--- src/hdl/lba_to_chs_encoder_defines.svh ---
`ifndef LBA_TO_CHS_ENCODER_DEFINES_SVH
`define LBA_TO_CHS_ENCODER_DEFINES_SVH

// Same-cycle implication.
`define LTC_ASSERT_IMPL(lbl, ante, cons, msg) \
  lbl: assert property (@(posedge clk_i) disable iff (!rst_ni) (ante) |-> (cons)) \
    else $error(msg);

// Implication after a fixed number of cycles.
`define LTC_ASSERT_DELAY(lbl, ante, n, cons, msg) \
  lbl: assert property (@(posedge clk_i) disable iff (!rst_ni) (ante) |-> ##n (cons)) \
    else $error(msg);

`endif

--- src/hdl/ltc_pkg.sv ---
package ltc_pkg;

  localparam int unsigned LBA_WIDTH_DEF = 32;

  localparam int unsigned HEAD_W  = 8;
  localparam int unsigned SPT_W   = 6;
  localparam int unsigned SPC_W   = HEAD_W + SPT_W;
  localparam int unsigned CFG_IDX_W = 2;
  localparam int unsigned CFG_DATA_W = 8;
  localparam int unsigned CYL_W   = 32;
  localparam int unsigned CYL_PACKED_W = 10;

  localparam logic [HEAD_W-1:0] HEAD_RESET = 8'd64;
  localparam logic [SPT_W-1:0]  SPT_RESET  = 6'd32;
  localparam logic [SPC_W-1:0]  SPC_RESET  = 14'd2048;

  typedef enum logic [CFG_IDX_W-1:0] {
    REG_HEAD_COUNT        = 2'd0,
    REG_SECTORS_PER_TRACK = 2'd1
  } cfg_reg_e;

endpackage

--- src/hdl/lba_to_chs_encoder.sv ---
// LBA to CHS encoder. Accepts one logical block address per clock (busy_o never rises)
// and returns the cylinder/head/sector triple in partition-table byte form, plus the
// full cylinder and an overflow flag. The address passes through an LBA_WIDTH-stage
// restoring divider by heads*sectors, one quotient bit per pipeline stage, then a
// 14-stage divider by sectors per track and an output register. valid_o is a one-cycle
// strobe; the receiver cannot stall it.
// Every stage reads the geometry registers directly, so a configuration write applies
// from the address accepted at the same edge and must only be made while no
// transaction is in flight; cfg_ready_o is always high. A register value of zero
// acts as one.
`include "lba_to_chs_encoder_defines.svh"

module lba_to_chs_encoder import ltc_pkg::*; #(
  parameter int unsigned LBA_WIDTH = LBA_WIDTH_DEF
) (
  input  logic                  clk_i,
  input  logic                  rst_ni,
  input  logic                  start_i,
  output logic                  busy_o,
  input  logic [LBA_WIDTH-1:0]  lba_i,
  input  logic                  cfg_valid_i,
  output logic                  cfg_ready_o,
  input  logic [CFG_IDX_W-1:0]  cfg_index_i,
  input  logic [CFG_DATA_W-1:0] cfg_data_i,
  output logic                  valid_o,
  output logic [7:0]            head_byte_o,
  output logic [7:0]            sector_cyl_high_byte_o,
  output logic [7:0]            cyl_low_byte_o,
  output logic [CYL_W-1:0]      cylinder_o,
  output logic                  cyl_overflow_o
);

  localparam int unsigned W   = LBA_WIDTH;
  localparam int unsigned BN  = SPC_W;
  localparam int unsigned LAT = W + BN + 3;

  // Configuration
  logic [HEAD_W-1:0] heads_q;
  logic [SPT_W-1:0]  spt_q;
  logic [SPC_W-1:0]  spc_q;
  logic [HEAD_W-1:0] head_wr;
  logic [SPT_W-1:0]  spt_wr;

  assign cfg_ready_o = 1'b1;
  assign busy_o      = 1'b0;
  assign head_wr = (cfg_data_i == '0) ? HEAD_W'(1) : cfg_data_i;
  assign spt_wr  = (cfg_data_i[SPT_W-1:0] == '0) ? SPT_W'(1) : cfg_data_i[SPT_W-1:0];

  always_ff @(posedge clk_i or negedge rst_ni) begin
    if (!rst_ni) begin
      heads_q <= HEAD_RESET;
      spt_q   <= SPT_RESET;
      spc_q   <= SPC_RESET;
    end else if (cfg_valid_i && cfg_ready_o) begin
      unique case (cfg_index_i)
        REG_HEAD_COUNT: begin
          heads_q <= head_wr;
          spc_q   <= SPC_W'(head_wr * spt_q);
        end
        REG_SECTORS_PER_TRACK: begin
          spt_q <= spt_wr;
          spc_q <= SPC_W'(heads_q * spt_wr);
        end
        default: ;
      endcase
    end
  end

  // Divider by sectors per cylinder: stage k holds k quotient bits
  logic             a_v_q [W+1];
  logic [SPC_W-1:0] a_r_q [W+1];
  logic [W-1:0]     a_x_q [W+1];
  logic [SPC_W-1:0] a_r_d [W+1];
  logic [W-1:0]     a_x_d [W+1];

  // Divider by sectors per track, cylinder carried along
  logic             b_v_q   [BN+1];
  logic [SPT_W-1:0] b_r_q   [BN+1];
  logic [BN-1:0]    b_x_q   [BN+1];
  logic [W-1:0]     b_cyl_q [BN+1];
  logic [SPT_W-1:0] b_r_d   [BN+1];
  logic [BN-1:0]    b_x_d   [BN+1];

  always_comb begin
    logic [SPC_W:0] rs;
    logic [SPC_W:0] diff;
    logic           ge;
    logic [SPT_W:0] rs2;
    logic [SPT_W:0] diff2;
    logic           ge2;
    rs    = '0;
    diff  = '0;
    ge    = 1'b0;
    rs2   = '0;
    diff2 = '0;
    ge2   = 1'b0;
    a_r_d[0] = '0;
    a_x_d[0] = lba_i;
    for (int k = 1; k <= W; k++) begin
      rs       = {a_r_q[k-1], a_x_q[k-1][W-1]};
      diff     = rs - {1'b0, spc_q};
      ge       = (rs >= {1'b0, spc_q});
      a_r_d[k] = ge ? diff[SPC_W-1:0] : rs[SPC_W-1:0];
      a_x_d[k] = {a_x_q[k-1][W-2:0], ge};
    end
    b_r_d[0] = '0;
    b_x_d[0] = a_r_q[W];
    for (int k = 1; k <= BN; k++) begin
      rs2      = {b_r_q[k-1], b_x_q[k-1][BN-1]};
      diff2    = rs2 - {1'b0, spt_q};
      ge2      = (rs2 >= {1'b0, spt_q});
      b_r_d[k] = ge2 ? diff2[SPT_W-1:0] : rs2[SPT_W-1:0];
      b_x_d[k] = {b_x_q[k-1][BN-2:0], ge2};
    end
  end

  always_ff @(posedge clk_i or negedge rst_ni) begin
    if (!rst_ni) begin
      for (int k = 0; k <= W; k++) begin
        a_v_q[k] <= 1'b0;
      end
      for (int k = 0; k <= BN; k++) begin
        b_v_q[k] <= 1'b0;
      end
    end else begin
      a_v_q[0] <= start_i && !busy_o;
      for (int k = 1; k <= W; k++) begin
        a_v_q[k] <= a_v_q[k-1];
      end
      b_v_q[0] <= a_v_q[W];
      for (int k = 1; k <= BN; k++) begin
        b_v_q[k] <= b_v_q[k-1];
      end
    end
  end

  always_ff @(posedge clk_i) begin
    for (int k = 0; k <= W; k++) begin
      a_r_q[k] <= a_r_d[k];
      a_x_q[k] <= a_x_d[k];
    end
    b_cyl_q[0] <= a_x_q[W];
    for (int k = 0; k <= BN; k++) begin
      b_r_q[k] <= b_r_d[k];
      b_x_q[k] <= b_x_d[k];
    end
    for (int k = 1; k <= BN; k++) begin
      b_cyl_q[k] <= b_cyl_q[k-1];
    end
  end

  // Output register
  logic [63:0]      cyl_wide;
  logic [SPT_W-1:0] sect;
  logic             valid_q;
  logic [7:0]       head_q;
  logic [7:0]       sch_q;
  logic [7:0]       cyl_low_q;
  logic [CYL_W-1:0] cyl_q;
  logic             ovf_q;

  assign cyl_wide = 64'(b_cyl_q[BN]);
  assign sect     = b_r_q[BN] + SPT_W'(1);

  always_ff @(posedge clk_i or negedge rst_ni) begin
    if (!rst_ni) begin
      valid_q <= 1'b0;
    end else begin
      valid_q <= b_v_q[BN];
    end
  end

  always_ff @(posedge clk_i) begin
    head_q    <= b_x_q[BN][7:0];
    sch_q     <= {cyl_wide[9:8], sect};
    cyl_low_q <= cyl_wide[7:0];
    cyl_q     <= cyl_wide[CYL_W-1:0];
    ovf_q     <= |b_cyl_q[BN][W-1:CYL_PACKED_W];
  end

  assign valid_o                = valid_q;
  assign head_byte_o            = head_q;
  assign sector_cyl_high_byte_o = sch_q;
  assign cyl_low_byte_o         = cyl_low_q;
  assign cylinder_o             = cyl_q;
  assign cyl_overflow_o         = ovf_q;

  `LTC_ASSERT_DELAY(a_latency, start_i && !busy_o, LAT, valid_o, "result missing after latency")
  `LTC_ASSERT_IMPL(a_no_spurious, valid_o, $past(start_i && !busy_o, LAT), "result without transaction")
  `LTC_ASSERT_IMPL(a_sector_nonzero, valid_o, sector_cyl_high_byte_o[5:0] != 6'd0, "sector is zero")

endmodule

--- config.mk ---
export PLATFORM = sky130hd
export DESIGN_NAME = lba_to_chs_encoder
export DESIGN_NICKNAME = d
export VERILOG_FILES = /design/src/hdl/ltc_pkg.sv /design/src/hdl/lba_to_chs_encoder.sv
export VERILOG_INCLUDE_DIRS = /design/src /design/src/hdl
export SDC_FILE = /design/constraint.sdc
export NUM_CORES = 2
export LEC_CHECK = 0
export BUFFER_PORTS_ARGS = -buffer_cell sky130_fd_sc_hd__clkbuf_2
export CAP_MARGIN = 10
export CORE_MARGIN = 2
export CORE_UTILIZATION = 60
export DETAILED_ROUTE_END_ITERATION = 8
export PLACE_DENSITY = 0.78
export SLEW_MARGIN = 25
export SYNTH_ARGS = -nofsm -noshare
export SYNTH_HDL_FRONTEND = slang
export SYNTH_SLANG_ARGS = --single-unit
--- constraint.sdc ---
create_clock -name clk_i -period 6.9 [get_ports clk_i]
set_input_delay 0.345 -clock clk_i [delete_from_list [all_inputs] [get_ports clk_i]]
set_output_delay 0.345 -clock clk_i [all_outputs]
set_load 0.02 [all_outputs]
### Word level (Yosys, flattened, before mapping)

Memories as Yosys holds them, arrays and structs flattened. A register that Yosys moved wholly into a read port is not among the register bits.
Index checks and enable logic that the tools add are counted.

* RAM bits: 2298
* output and inout port bits: 60
* memories: 5
* register bits after elaboration: 126
* input port bits: 46

* multiply operators: 2
* add/sub/neg operators: 47
* $lt $le $gt $ge: 46
* equality and inequality tests: 1
* reduce and logical (&&, ||, !) cells: 8
* mux-type cells: 49

Memory list
* a_x_q: words 33, bits a word 32, rd ports 33, clocked after Yosys merged registers in 0, write ports 33, RTL line lba_to_chs_encoder.sv:72 `logic [W-1:0] a_x_q [W+1];`
* b_cyl_q: words 15, bits a word 32, rd ports 15, clocked after Yosys merged registers in 0, write ports 15, RTL line lba_to_chs_encoder.sv:80 `logic [W-1:0] b_cyl_q [BN+1];`
* a_r_q: words 33, bits a word 14, rd ports 33, clocked after Yosys merged registers in 0, write ports 33, RTL line lba_to_chs_encoder.sv:71 `logic [SPC_W-1:0] a_r_q [W+1];`
* b_x_q: words 15, bits a word 14, rd ports 15, clocked after Yosys merged registers in 1, write ports 15, RTL line lba_to_chs_encoder.sv:79 `logic [BN-1:0] b_x_q [BN+1];`
* b_r_q: words 15, bits a word 6, rd ports 15, clocked after Yosys merged registers in 0, write ports 15, RTL line lba_to_chs_encoder.sv:78 `logic [SPT_W-1:0] b_r_q [BN+1];`

Operators with widths (number)
* greater-or-equal comparator 15 x 14 -> 1 bit: 32
* two-way mux 14 bit: 32
* subtractor 14 bit: 32
* greater-or-equal comparator 7 x 6 -> 1 bit: 14
* two-way mux 6 bit: 15
* subtractor 6 bit: 14
* multiplier 8 x 6 -> 14 bit: 2
* one-hot mux 14 bit (2 select lines): 1
* OR reduction 22 bit: 1
* logical NOT 8 bit: 1
* two-way mux 8 bit: 1
* adder 6 x 1 -> 6 bit (second input constant): 1
* logical NOT 6 bit: 1
* AND reduction 2 bit: 3
* equality test 2 x 1 -> 1 bit (second input constant): 1
* logical NOT 2 bit: 1
* nonzero test 2 bit: 1

### Logic depth before layout (Yosys ltp)

* depth in word-level cells: 4
* gate-level depth with buffers: 18

### Worst setup path before layout

No wires, ideal clock.

* path type: register to register
* start: register spc_q[1]
* end: memory a_r_q[0][48] in the netlist's numbering
* data arrival time: 4.822 ns
* data required time: 6.779 ns
* setup time: 0.121 ns
* stages on the path, launching flop included: 11
* path slack: 1.957 ns
* cell sequence: dfrtp_1 -> inv_1 -> ha_1 -> nor2b_1 -> o21a_1 -> o21ai_0 -> a211o_1 -> a31oi_1 -> o31ai_2 -> buf_4 -> mux2_2

RTL lines
* from (decl): RTL line lba_to_chs_encoder.sv:40 `logic [SPC_W-1:0] spc_q;`
* from (signal assigned): RTL line lba_to_chs_encoder.sv:58 `spc_q <= SPC_W'(head_wr * spt_q);`
* from (signal assigned): RTL line lba_to_chs_encoder.sv:62 `spc_q <= SPC_W'(heads_q * spt_wr);`
* to (decl): RTL line lba_to_chs_encoder.sv:71

### Final worst setup path

* start: register spt_q[0]
* end: register spc_q[12]

* longest elaborated chain between the ends: 2

Ends and longest elaborated chain
* from (decl): RTL line lba_to_chs_encoder.sv:39 `logic [SPT_W-1:0] spt_q;`
* from (signal assigned): RTL line lba_to_chs_encoder.sv:61 `spt_q <= spt_wr;`
* multiplier 8 x 6 -> 14 bit: RTL line lba_to_chs_encoder.sv:58
* one-hot mux 14 bit (2 select lines): RTL line lba_to_chs_encoder.sv:55 `unique case (cfg_index_i)`

Every way passes these cells.
A chain may end at the register's enable or synchronous reset.

==> out/results.txt <==
Area fraction of the dominant cell type after synthesis - 56.7%
Nets@finish - 7,699
Routability Congestion - 0.878
Initial antenna violation count - 2
Maximum clock path buffer count - 3
Post-synthesis sequential element count - 2,333
Top cells by area, synth - dfxtp_1, ha_1, mux2_2
Total die area - 0.136 mm²
Async set-or-reset flop fraction in the synthesized netlist - 3.30%
H-tree depth - 4
Via Count - 47,967
WL final - 146,000 µm
Critical path arrival - 5.36 ns
Fmax - 0.213 GHz
Final Hold Viols - 0
Most numerous cell in the Yosys netlist - dfxtp_1
# rows - 133
TritonCTS clock tree - built
Clock Latency Late Sink - 0.85 ns
DR iter-0 viols - 2,627
Slew @ Worst Pin - 1.01 ns
Grt total ovfl - 0
GRT Total Usage - 21.6%
DR WL/cell - 16.4 µm
Worst-path clk slew - 0.07 ns
Distinct cells, synth - 99
Layout area overhead - 13.6%
Min Tclk post-route - 4.69 ns
Max-slew violations - 0
Die height - 369 µm
Post-CTS Resized - 0
Mapped cell area - 0.0797 mm²
Clk_skew - 0.0675 ns
Hold/Removal Path Class - in -> reg
Residual DRC count - 0
RSZ-0062 raised after global routing - no
Commonest cells in the netlist - dfxtp_1, ha_1, nor2_1
ANT nets after route - 0
Routed vias/inst - 5.37
Type of the worst setup path - reg -> reg
CP max FO - 23
Startpoint types - flop
Root Driver - clkbuf_16
Max-cap violations - 0
Vias in the first global route - 48,318
Run status - finished clean
Postcts setup bufs - 0
Num CTS Buffers - 209
Leading area contributor after synthesis - dfxtp_1
DRT Pass-1 Iters - 7
Final Setup Violations - 0
Hpwl dp - 95,800 µm
Cell count after synthesis - 6,703
Top FF cell, synth - dfxtp_1
First-pass GRT wire length - 239,000 µm
Final period util - 68.0%
Post-synth EDFFs - 0
Final hold slack - 0.0597 ns
Core area - 0.132 mm²
WP data required - 7.56 ns
CP endpoint kind - flop
CTS sink count - 2,333
I/O Buffers - 103
Syn avg cell area - 11.9 µm²
Ys Warns - 0
Max-slew headroom at the worst pin - 32.6%
Share of cells above drive strength 1 - 12.2%
Post-synthesis sequential area ratio - 59.1%
Die width - 369 µm
Setup TNS Final - 0 ns
Count of boundary I/O pins - 106
Initial Utilization - 60.6%
Syn Nets - 7,404
Largest net degree at the start of global routing - 78
==> metrics by stage <==
stage	instance area, µm²	util [%]	worst slack [ns]	std cells
after global routing	90600	68.8	1.90	8939
after global placement	82200	62.4	1.93	8501
final	90600	68.8	2.21	8939
after detailed placement	82200	62.5	1.89	8501
after floorplan	79700	-	1.96	6703
after CTS	90500	68.8	2.12	8935
==> worst paths after layout <==
check                                end  depth (start not counted)  slack [ns]            from
setup / recovery               spc_q[12]                         13        2.21        spt_q[0]
setup reg to reg               spc_q[12]                         13        2.21        spt_q[0]
min in group asynchronous       b_v_q[2]                          2        0.13          rst_ni
hold reg to reg            a_x_q[0][372]                          0        0.29   a_x_q[0][339]
max in group asynchronous       spc_q[1]                          2        6.21          rst_ni
hold / removal                  spc_q[3]                          3        0.06  cfg_index_i[0]
==> flip-flops by register name, summed over array words and instances (netlist names), 15 cells and up <==
register,cells
a_v_q,33
a_r_q,448
a_x_q,1056
b_x_q,141
b_cyl_q,480
cylinder_o,24
b_r_q,84
b_v_q,15
==> worst max-delay path: stages, from the launching register on <==
cell	delay [ns]
dfrtp_1	0.98
and2_1	0.25
fa_1	0.43
fa_1	0.49
inv_1	0.05
fa_1	0.54
inv_1	0.05
ha_1	0.33
o21a_1	0.22
a2111oi_0	0.67
o41ai_1	0.18
xor2_1	0.17
nand2_1	0.09
o221ai_1	0.11
==> final cells by class <==
cell class	instances	area, µm²
timing repair buffer	174	1190
clock inverter	104	1870
fill	9434	41100
clock buffer	289	6030
inverter	350	1310
multi-input combinational	3930	30800
tap	1755	2200
antenna	4	10.0
sequential	2333	47100
==> cell usage in the layout (no fill, tap or decap), types with 45 or more instances in the layout <==
cell | Yosys | final
xnor2_1 | 205 | 205
nand2_1 | 278 | 278
ha_1 | 561 | 561
a21o_1 | 118 | 118
a31oi_1 | 45 | 45
and2_1 | 104 | 104
nor2_1 | 369 | 369
nand4_1 | 79 | 79
clkbuf_16 | 0 | 211
nor3_1 | 71 | 71
nand2b_1 | 48 | 48
xor2_1 | 99 | 99
dfxtp_1 | 2256 | 2256
clkbuf_8 | 0 | 46
nand3_1 | 75 | 75
inv_1 | 349 | 349
o21a_1 | 93 | 93
dfrtp_1 | 74 | 73
fa_1 | 94 | 94
clkbuf_2 | 1 | 102
o21ai_0 | 336 | 336
a211oi_1 | 45 | 45
mux2_2 | 308 | 308
mux2i_1 | 85 | 85
nor2b_1 | 100 | 100
a21oi_1 | 290 | 290
==> kinds of logic (layout without fill, tap and decap cells) <==
kind of cell,after synthesis,in the layout,synth area share (%)
buffers and inverters,440,917,2.28
other,2,6,0.00942
muxes,398,398,5.49
and+or+nand+nor,1271,1271,7.84
xor gates and xnor gates,304,304,3.34
adders and majority gates,655,655,11.2
DFF,2333,2333,59.1
AOI/OAI and AO/OA,1300,1300,10.8
==> timing repair <==
action,4_1_cts,5_1_grt
endpoints found under the setup margin,0,0
hold buffers,41,0
endpoints found under the hold margin,116,0
==> per-layer routing <==
| layer | up-vias | wire (µm) | track usage, % |
|---|---|---|---|
| met1 | 22559 | 62700 | 26.1 |
| met3 | 378 | 7000 | 3.57 |
| met4 | 0 | 5620 | 9.07 |
| met2 | 1079 | 71200 | 37.9 |
| met5 | - | 0 | 0 |
| li1 | 23951 | - | - |
Power is left out: the tool's default activity adds up to more than one toggle a clock period on the data nets, which glitch-free logic cannot reach.
